`config.mk`:
```
export PLATFORM = sky130hd
export DESIGN_NAME = bounding_box_point_normalizer_top
export DESIGN_NICKNAME = d
export VERILOG_FILES = /design/src/hw/rtl/bbn_pkg.sv /design/src/hw/rtl/bounding_box_point_normalizer_top.sv /design/src/hw/rtl/bbn_box.sv /design/src/hw/rtl/bbn_divider.sv
export SDC_FILE = /design/constraint.sdc
export NUM_CORES = 2
export LEC_CHECK = 0
export ABC_AREA = 1
export BUFFER_PORTS_ARGS = -buffer_cell sky130_fd_sc_hd__clkbuf_2
export CORE_AREA = 2 2 297 299
export DETAILED_ROUTE_END_ITERATION = 10
export DIE_AREA = 0 0 299 301
export PLACE_DENSITY = 0.68
export SLEW_MARGIN = 15
export SYNTH_ARGS = -nofsm -noshare
export SYNTH_HDL_FRONTEND = slang
export SYNTH_SLANG_ARGS = --single-unit
```
`constraint.sdc`:
```
create_clock -name clock -period 19.9 [get_ports clock]
set_input_delay 3.98 -clock clock [delete_from_list [all_inputs] [get_ports clock]]
set_output_delay 3.98 -clock clock [all_outputs]
set_load 0.005 [all_outputs]
```
`src/hw/rtl/bbn_pkg.sv`:
```
package bbn_pkg;

   localparam int COORD_W   = 24;
   localparam int SCALE_W   = 24;
   localparam int OUT_W     = 32;
   localparam int OUT_FRAC  = 16;
   localparam int CSR_IDX_W = 2;

   // divisor magnitude covers both a span and the fixed scale
   localparam int DIV_W  = (COORD_W > SCALE_W) ? COORD_W : SCALE_W;
   localparam int DIVS_W = DIV_W + 1;
   localparam int OFF_W  = COORD_W + 1;
   localparam int NUM_W  = COORD_W + OUT_FRAC;
   localparam int QX_W   = (NUM_W > OUT_W) ? NUM_W : OUT_W + 1;
   localparam int CNT_W  = $clog2(NUM_W + 1);

   typedef logic signed [COORD_W-1:0] coord_type;
   typedef logic signed [OFF_W-1:0]   off_type;
   typedef logic signed [DIVS_W-1:0]  divs_type;
   typedef logic [DIV_W-1:0]          div_type;
   typedef logic [NUM_W-1:0]          num_type;
   typedef logic [QX_W-1:0]           qx_type;
   typedef logic [CNT_W-1:0]          cnt_type;
   typedef logic [OUT_W-1:0]          norm_type;
   typedef logic [SCALE_W-1:0]        scale_type;
   typedef logic [CSR_IDX_W-1:0]      csr_idx_type;
   typedef logic [1:0]                func_type;
   typedef logic [1:0]                axis_type;

   localparam func_type FUNC_CLEAR = 2'd0;
   localparam func_type FUNC_ADD   = 2'd1;
   localparam func_type FUNC_NORM  = 2'd2;

   localparam csr_idx_type REG_SCALE_MODE  = 2'd0;
   localparam csr_idx_type REG_FIXED_SCALE = 2'd1;

   localparam scale_type SCALE_ONE = 24'd256;
   localparam axis_type  LAST_AXIS = 2'd2;

   localparam coord_type COORD_MAX = {1'b0, {(COORD_W-1){1'b1}}};
   localparam coord_type COORD_MIN = {1'b1, {(COORD_W-1){1'b0}}};

   typedef enum logic [2:0] {
      ST_IDLE,
      ST_PREP,
      ST_SCALE,
      ST_START,
      ST_WAIT,
      ST_FINISH
   } state_type;

endpackage

```
`src/hw/rtl/bounding_box_point_normalizer_top.sv`:
```
// Clear and add items are taken while idle; the block stays ready for the next item.
// A normalize item finishes sooner when an axis needs no division: one shared
// radix-2 divider yields one quotient bit per cycle, three quotients in turn.
// Synchronous active-high reset empties the box, sets scale_mode 0 and
// fixed_scale to SCALE_ONE (256), and drops any pending result.
module bounding_box_point_normalizer_top (
   input  logic                 clock,
   input  logic                 reset,
   input  logic                 req_valid,
   output logic                 req_ready,
   input  bbn_pkg::func_type    req_func,
   input  bbn_pkg::coord_type   req_coord_x,
   input  bbn_pkg::coord_type   req_coord_y,
   input  bbn_pkg::coord_type   req_coord_z,
   output logic                 rsp_valid,
   input  logic                 rsp_ready,
   output bbn_pkg::norm_type    rsp_norm_x,
   output bbn_pkg::norm_type    rsp_norm_y,
   output bbn_pkg::norm_type    rsp_norm_z,
   output logic                 rsp_divide_fault,
   input  logic                 csr_valid,
   output logic                 csr_ready,
   input  bbn_pkg::csr_idx_type csr_index,
   input  bbn_pkg::scale_type   csr_data
);
   import bbn_pkg::*;

   state_type state_ff, state_in;
   logic      mode_ff;
   scale_type fixed_scale_ff;

   coord_type coord_ff [3];
   coord_type coord_in [3];
   off_type   off_ff   [3];
   off_type   off_in   [3];
   off_type   span_ff  [3];
   off_type   span_in  [3];
   divs_type  div_ff   [3];
   divs_type  div_in   [3];
   norm_type  res_ff   [3];
   norm_type  res_in   [3];
   logic      fault_ff, fault_in;
   axis_type  axis_ff, axis_in;

   logic      rsp_valid_ff, rsp_valid_in;
   norm_type  out_ff [3];
   norm_type  out_in [3];
   logic      out_fault_ff, out_fault_in;

   coord_type req_point [3];
   coord_type box_min   [3];
   coord_type box_max   [3];
   logic      req_take;
   logic      box_clear, box_add;

   logic      div_start;
   logic      div_done;
   num_type   div_quotient;
   num_type   div_dividend;
   qx_type    quo_wide;
   norm_type  quo_sat;
   off_type   span_big;

   assign req_point[0] = req_coord_x;
   assign req_point[1] = req_coord_y;
   assign req_point[2] = req_coord_z;

   assign req_ready = (state_ff == ST_IDLE);
   assign req_take  = req_valid & req_ready;
   assign box_clear = req_take & (req_func == FUNC_CLEAR);
   assign box_add   = req_take & (req_func == FUNC_ADD);

   bbn_box u_box (
      .clock     (clock),
      .reset     (reset),
      .clear_i   (box_clear),
      .add_i     (box_add),
      .point_i   (req_point),
      .box_min_o (box_min),
      .box_max_o (box_max)
   );

   assign div_dividend = {off_ff[axis_ff][COORD_W-1:0], {OUT_FRAC{1'b0}}};

   bbn_divider u_divider (
      .clock      (clock),
      .reset      (reset),
      .start_i    (div_start),
      .dividend_i (div_dividend),
      .divisor_i  (div_ff[axis_ff][DIV_W-1:0]),
      .done_o     (div_done),
      .quotient_o (div_quotient)
   );

   // saturate the quotient to Q16.16
   assign quo_wide = QX_W'(div_quotient);
   assign quo_sat  = (|quo_wide[QX_W-1:OUT_W]) ? '1 : quo_wide[OUT_W-1:0];

   always_comb begin
      span_big = span_ff[0];
      if (span_ff[1] > span_big) span_big = span_ff[1];
      if (span_ff[2] > span_big) span_big = span_ff[2];
   end

   always_comb begin
      state_in     = state_ff;
      coord_in     = coord_ff;
      off_in       = off_ff;
      span_in      = span_ff;
      div_in       = div_ff;
      res_in       = res_ff;
      fault_in     = fault_ff;
      axis_in      = axis_ff;
      out_in       = out_ff;
      out_fault_in = out_fault_ff;
      rsp_valid_in = rsp_valid_ff & ~rsp_ready;
      div_start    = 1'b0;

      unique case (state_ff)
         ST_IDLE: begin
            if (req_take && (req_func == FUNC_NORM)) begin
               coord_in = req_point;
               state_in = ST_PREP;
            end
         end
         ST_PREP: begin
            for (int i = 0; i < 3; i++) begin
               off_in[i]  = OFF_W'(coord_ff[i]) - OFF_W'(box_min[i]);
               span_in[i] = OFF_W'(box_max[i]) - OFF_W'(box_min[i]);
            end
            state_in = ST_SCALE;
         end
         ST_SCALE: begin
            for (int i = 0; i < 3; i++) begin
               if (!mode_ff) begin
                  div_in[i] = DIVS_W'(span_ff[i]);
               end else if (fixed_scale_ff == SCALE_ONE) begin
                  div_in[i] = DIVS_W'(span_big);
               end else begin
                  div_in[i] = DIVS_W'({1'b0, fixed_scale_ff});
               end
            end
            fault_in = 1'b0;
            axis_in  = '0;
            state_in = ST_START;
         end
         ST_START: begin
            if (div_ff[axis_ff][DIVS_W-1] || (div_ff[axis_ff] == '0)) begin
               res_in[axis_ff] = '0;
               fault_in        = 1'b1;
               state_in        = (axis_ff == LAST_AXIS) ? ST_FINISH : ST_START;
               axis_in         = axis_ff + 1'b1;
            end else if (off_ff[axis_ff][OFF_W-1] || (off_ff[axis_ff] == '0)) begin
               // point at or below the box minimum: clamp to zero
               res_in[axis_ff] = '0;
               state_in        = (axis_ff == LAST_AXIS) ? ST_FINISH : ST_START;
               axis_in         = axis_ff + 1'b1;
            end else begin
               div_start = 1'b1;
               state_in  = ST_WAIT;
            end
         end
         ST_WAIT: begin
            if (div_done) begin
               res_in[axis_ff] = quo_sat;
               state_in        = (axis_ff == LAST_AXIS) ? ST_FINISH : ST_START;
               axis_in         = axis_ff + 1'b1;
            end
         end
         ST_FINISH: begin
            // hold until the output register is free
            if (!rsp_valid_ff || rsp_ready) begin
               out_in       = res_ff;
               out_fault_in = fault_ff;
               rsp_valid_in = 1'b1;
               state_in     = ST_IDLE;
            end
         end
         default: begin
            state_in = ST_IDLE;
         end
      endcase
   end

   always_ff @(posedge clock) begin
      if (reset) begin
         state_ff       <= ST_IDLE;
         rsp_valid_ff   <= 1'b0;
         mode_ff        <= 1'b0;
         fixed_scale_ff <= SCALE_ONE;
      end else begin
         state_ff     <= state_in;
         rsp_valid_ff <= rsp_valid_in;
         if (csr_valid && csr_ready) begin
            if (csr_index == REG_SCALE_MODE) mode_ff <= csr_data[0];
            if (csr_index == REG_FIXED_SCALE) fixed_scale_ff <= csr_data;
         end
      end
      coord_ff     <= coord_in;
      off_ff       <= off_in;
      span_ff      <= span_in;
      div_ff       <= div_in;
      res_ff       <= res_in;
      fault_ff     <= fault_in;
      axis_ff      <= axis_in;
      out_ff       <= out_in;
      out_fault_ff <= out_fault_in;
   end

   assign csr_ready        = 1'b1;
   assign rsp_valid        = rsp_valid_ff;
   assign rsp_norm_x       = out_ff[0];
   assign rsp_norm_y       = out_ff[1];
   assign rsp_norm_z       = out_ff[2];
   assign rsp_divide_fault = out_fault_ff;

endmodule

```
`src/hw/rtl/bbn_box.sv`:
```
module bbn_box (
   input  logic               clock,
   input  logic               reset,
   input  logic               clear_i,
   input  logic               add_i,
   input  bbn_pkg::coord_type point_i   [3],
   output bbn_pkg::coord_type box_min_o [3],
   output bbn_pkg::coord_type box_max_o [3]
);
   import bbn_pkg::*;

   coord_type min_ff [3];
   coord_type max_ff [3];
   coord_type min_in [3];
   coord_type max_in [3];

   always_comb begin
      for (int i = 0; i < 3; i++) begin
         min_in[i] = min_ff[i];
         max_in[i] = max_ff[i];
         if (clear_i) begin
            min_in[i] = COORD_MAX;
            max_in[i] = COORD_MIN;
         end else if (add_i) begin
            if (point_i[i] < min_ff[i]) min_in[i] = point_i[i];
            if (point_i[i] > max_ff[i]) max_in[i] = point_i[i];
         end
      end
   end

   always_ff @(posedge clock) begin
      for (int i = 0; i < 3; i++) begin
         if (reset) begin
            min_ff[i] <= COORD_MAX;
            max_ff[i] <= COORD_MIN;
         end else begin
            min_ff[i] <= min_in[i];
            max_ff[i] <= max_in[i];
         end
      end
   end

   assign box_min_o = min_ff;
   assign box_max_o = max_ff;

endmodule

```
`src/hw/rtl/bbn_divider.sv`:
```
module bbn_divider (
   input  logic             clock,
   input  logic             reset,
   input  logic             start_i,
   input  bbn_pkg::num_type dividend_i,
   input  bbn_pkg::div_type divisor_i,
   output logic             done_o,
   output bbn_pkg::num_type quotient_o
);
   import bbn_pkg::*;

   logic           busy_ff, busy_in;
   logic           done_ff, done_in;
   cnt_type        cnt_ff, cnt_in;
   div_type        rem_ff, rem_in;
   div_type        dsr_ff, dsr_in;
   num_type        quo_ff, quo_in;
   logic [DIV_W:0] trial;
   logic [DIV_W:0] diff;
   logic           fits;

   // one restoring step: shift in the next dividend bit, subtract when it fits
   assign trial = {rem_ff, quo_ff[NUM_W-1]};
   assign diff  = trial - {1'b0, dsr_ff};
   assign fits  = trial >= {1'b0, dsr_ff};

   always_comb begin
      busy_in = busy_ff;
      done_in = 1'b0;
      cnt_in  = cnt_ff;
      rem_in  = rem_ff;
      dsr_in  = dsr_ff;
      quo_in  = quo_ff;
      if (start_i) begin
         busy_in = 1'b1;
         cnt_in  = CNT_W'(NUM_W);
         rem_in  = '0;
         dsr_in  = divisor_i;
         quo_in  = dividend_i;
      end else if (busy_ff) begin
         rem_in = fits ? diff[DIV_W-1:0] : trial[DIV_W-1:0];
         quo_in = {quo_ff[NUM_W-2:0], fits};
         cnt_in = cnt_ff - 1'b1;
         if (cnt_ff == cnt_type'(1)) begin
            busy_in = 1'b0;
            done_in = 1'b1;
         end
      end
   end

   always_ff @(posedge clock) begin
      if (reset) begin
         busy_ff <= 1'b0;
         done_ff <= 1'b0;
      end else begin
         busy_ff <= busy_in;
         done_ff <= done_in;
      end
      cnt_ff <= cnt_in;
      rem_ff <= rem_in;
      dsr_ff <= dsr_in;
      quo_ff <= quo_in;
   end

   assign done_o     = done_ff;
   assign quotient_o = quo_ff;

endmodule

```
==> flow_summary.json <==
{
  "outcome": "completed",
  "async_flop_share_pct": 0,
  "synth_flop_cell": "edfxtp_1",
  "p_leak_nw": 22.5,
  "cts_buffer_depth": 3,
  "setup_viol": 0,
  "cts_tree": "done",
  "wirelength_um": 119000,
  "hpwl_um": 89400,
  "drc_errors": 0,
  "grt_max_degree": 84,
  "numCtsBuffers": 84,
  "powerDensity_nw_per_um2": 107,
  "root_buffer": "clkbuf_16",
  "crit_required_ns": 20.28,
  "drive_gt1_share_pct": 7.57,
  "clk_pin_slew_ns": 0.06,
  "yosysTopAreaCell": "edfxtp_1",
  "use_met1_pct": 35.0,
  "cts_resized": 0,
  "synth.most_common_cell": "nand2_1",
  "dr_total_vias": 35000,
  "synth_edf_count": 541,
  "syn_avg_cell_area_um2": 8.54,
  "crit_path_start_kind": "register",
  "ys_seq_area_share_pct": 48.0,
  "coreArea_um2": 86500,
  "cp-end-kind": "register",
  "synth_cells": 5043,
  "num_antenna_cells": 0,
  "grt_overflow": 0,
  "cts.sinks": 762,
  "fp.dieH_um": 301,
  "grt_util_met2_pct": 43.9,
  "io_pins": 205,
  "htreeDepth": 3,
  "met3_usage_pct": 3.20,
  "final.setup.tns_ns": 0,
  "period_share_pct": 35.5,
  "wl_per_cell_um": 18.5,
  "clock_skew_ns": 0.0342,
  "path_class": "reg -> reg",
  "tightest_slew_ns": 1.18,
  "crit_fanout": 27,
  "grt_pass1_vias": 32700,
  "grt_pass1_wl_um": 184000,
  "vdd_drop_max_mv": 0.0765,
  "fmax_mhz": 142,
  "grt_use_total_pct": 26.0,
  "vias_per_cell": 5.44,
  "slew_viol_final": 0,
  "die-area_um2": 90000,
  "syn_area_um2": 43100,
  "synth_top_area_share_pct": 37.7,
  "synth_fp_nets": 5519,
  "die_w_um": 299,
  "ff2ff_setup_slack_ns": 12.84,
  "yosys_warnings": 0,
  "clk_latency_ns": 0.66,
  "rsz0062_at_grt": "no",
  "area_growth_pct": 11.4,
  "yosys-top-cells-area": "edfxtp_1 (38%), nand2_1 (12%), ha_1 (11%)",
  "postCtsHoldBufs": 0,
  "slew-limit-headroom_pct": 21.1,
  "ant_nets": 0,
  "fin_nets": 5692,
  "period_needed_ns": 7.06,
  "start_util_pct": 49.8,
  "first_pass_iters": 6,
  "io_buffers": 203,
  "postLayoutCoreUtil_pct": 55.5,
  "hold_class": "reg -> reg",
  "rows": 108,
  "postCtsSetupBuffers": 0,
  "grt.busiest_layer": "met2",
  "drt-initial-drc-count": 2741,
  "crit_arrival_ns": 7.44,
  "antenna_found_initial": 1,
  "drv_cap": 0,
  "routabilityCongestion": 0.972,
  "synthTopCellsByCount": "nand2_1 (1359), inv_1 (580), edfxtp_1 (541)",
  "total_power_mw": 5.15,
  "hold_viol": 0,
  "yosysUniqueCellTypes": 47,
  "synth_seq_cells": 762
}
## state kept, by name, indices dropped and copies added (netlist names), 2 cells and up
name and cells:
span_ff 75, div_ff 75, u_divider.quotient_o 40, off_ff 75, fixed_scale_ff 24, state_ff 3, rsp_norm_y 32, axis_ff 2
rsp_norm_z 32, rsp_norm_x 32, res_ff 96, u_box.box_max_o 72, u_divider.cnt_ff 6, u_divider.rem_ff 24, u_box.box_min_o 72, u_divider.dsr_ff 24
coord_ff 72
## area by class of cell
cell class | count | area (um^2)
well taps | 1155 | 1450
multi-input cells | 3542 | 19600
clock buffers | 106 | 2240
flip-flops and latches | 762 | 20700
fillers | 7951 | 38500
repair buffers | 241 | 1300
clock inverters | 49 | 519
inverters | 585 | 2200
## path summary, 6_finish.rpt
kind,startpoint,endpoint,depth (start not counted)
setup / recovery,span_ff[69],div_ff[49],22
hold / removal,fault_ff,rsp_divide_fault,0
setup reg to reg,span_ff[69],div_ff[49],22
hold reg to reg,fault_ff,rsp_divide_fault,0
## critical path, cell delays in order, from the launching register on
cell and delay (ns):
edfxtp_1 0.47, inv_1 0.08, ha_1 0.27, nand2_1 0.12, inv_1 0.07, nand2_1 0.07
nand2_1 0.05, a21oi_1 0.24, nand3_1 0.11, nand2_1 0.70, nand2_1 0.89, o21a_1 0.44
ha_1 0.33, a21oi_1 0.17, o21ai_0 0.09, a21oi_1 0.17, nand3_1 0.09, nand2_1 0.74
nand2_1 0.92, o21ai_0 0.41, inv_1 0.08, nand2_1 0.15, o21ai_0 0.12
## layout by cell type, fill, tap and decap left out, types with 16 or more instances in the layout
cell	count
buf_4	38
ha_1	364
inv_1	577
nor2_1	405
xor2_1	82
o22ai_1	23
o21bai_1	16
o211ai_1	19
clkbuf_2	203
a21boi_0	17
o21a_1	18
nand3b_1	34
o21ai_1	30
clkbuf_1	16
nor3_1	22
a21oi_1	393
clkbuf_16	84
edfxtp_1	541
nand2_1	1359
nand4_1	141
and2_1	27
xnor2_1	47
clkinv_2	21
dfxtp_1	221
nand3_1	278
o21ai_0	170
## through the flow
stage	cell area, um^2	worst slack, ns	hold WS [ns]	instances
2_1_floorplan	43100	8.13	0.400	5043
3_3_place_gp	45200	12.66	0.431	6285
3_5_place_dp	45200	12.59	0.429	6285
4_1_cts	48000	13.08	0.440	6440
5_1_grt	48000	12.30	0.451	6440
6_report	48000	12.84	0.445	6440
## logic make-up after synthesis
group,after synthesis,share of synthesized area (%)
flip-flops,762,48.0
other,1,0.00871
adder cells (fa/ha/maj),371,10.9
AO/OA/AOI/OAI,733,9.25
buffers and inverters,739,6.68
AND/OR/NAND/NOR,2308,22.5
XOR/XNOR,129,2.62
## report_power, final
group          internal (mW)  leakage [nW]  switching (mW)
Combinational          0.461          14.4            1.00
Clock                  0.877          1.36           0.670
Sequential              2.01          6.75           0.123
Total                   3.35          22.5            1.80
## per-layer routing
metal  routed length [um]  vias to the layer above
met3                 7060                      183
met2                56700                     1137
met1                51700                    16400
met4                 3610                        2
li1                     -                    17300
met5                   13                        -
Note: power is estimated with default switching activity, not from simulation.
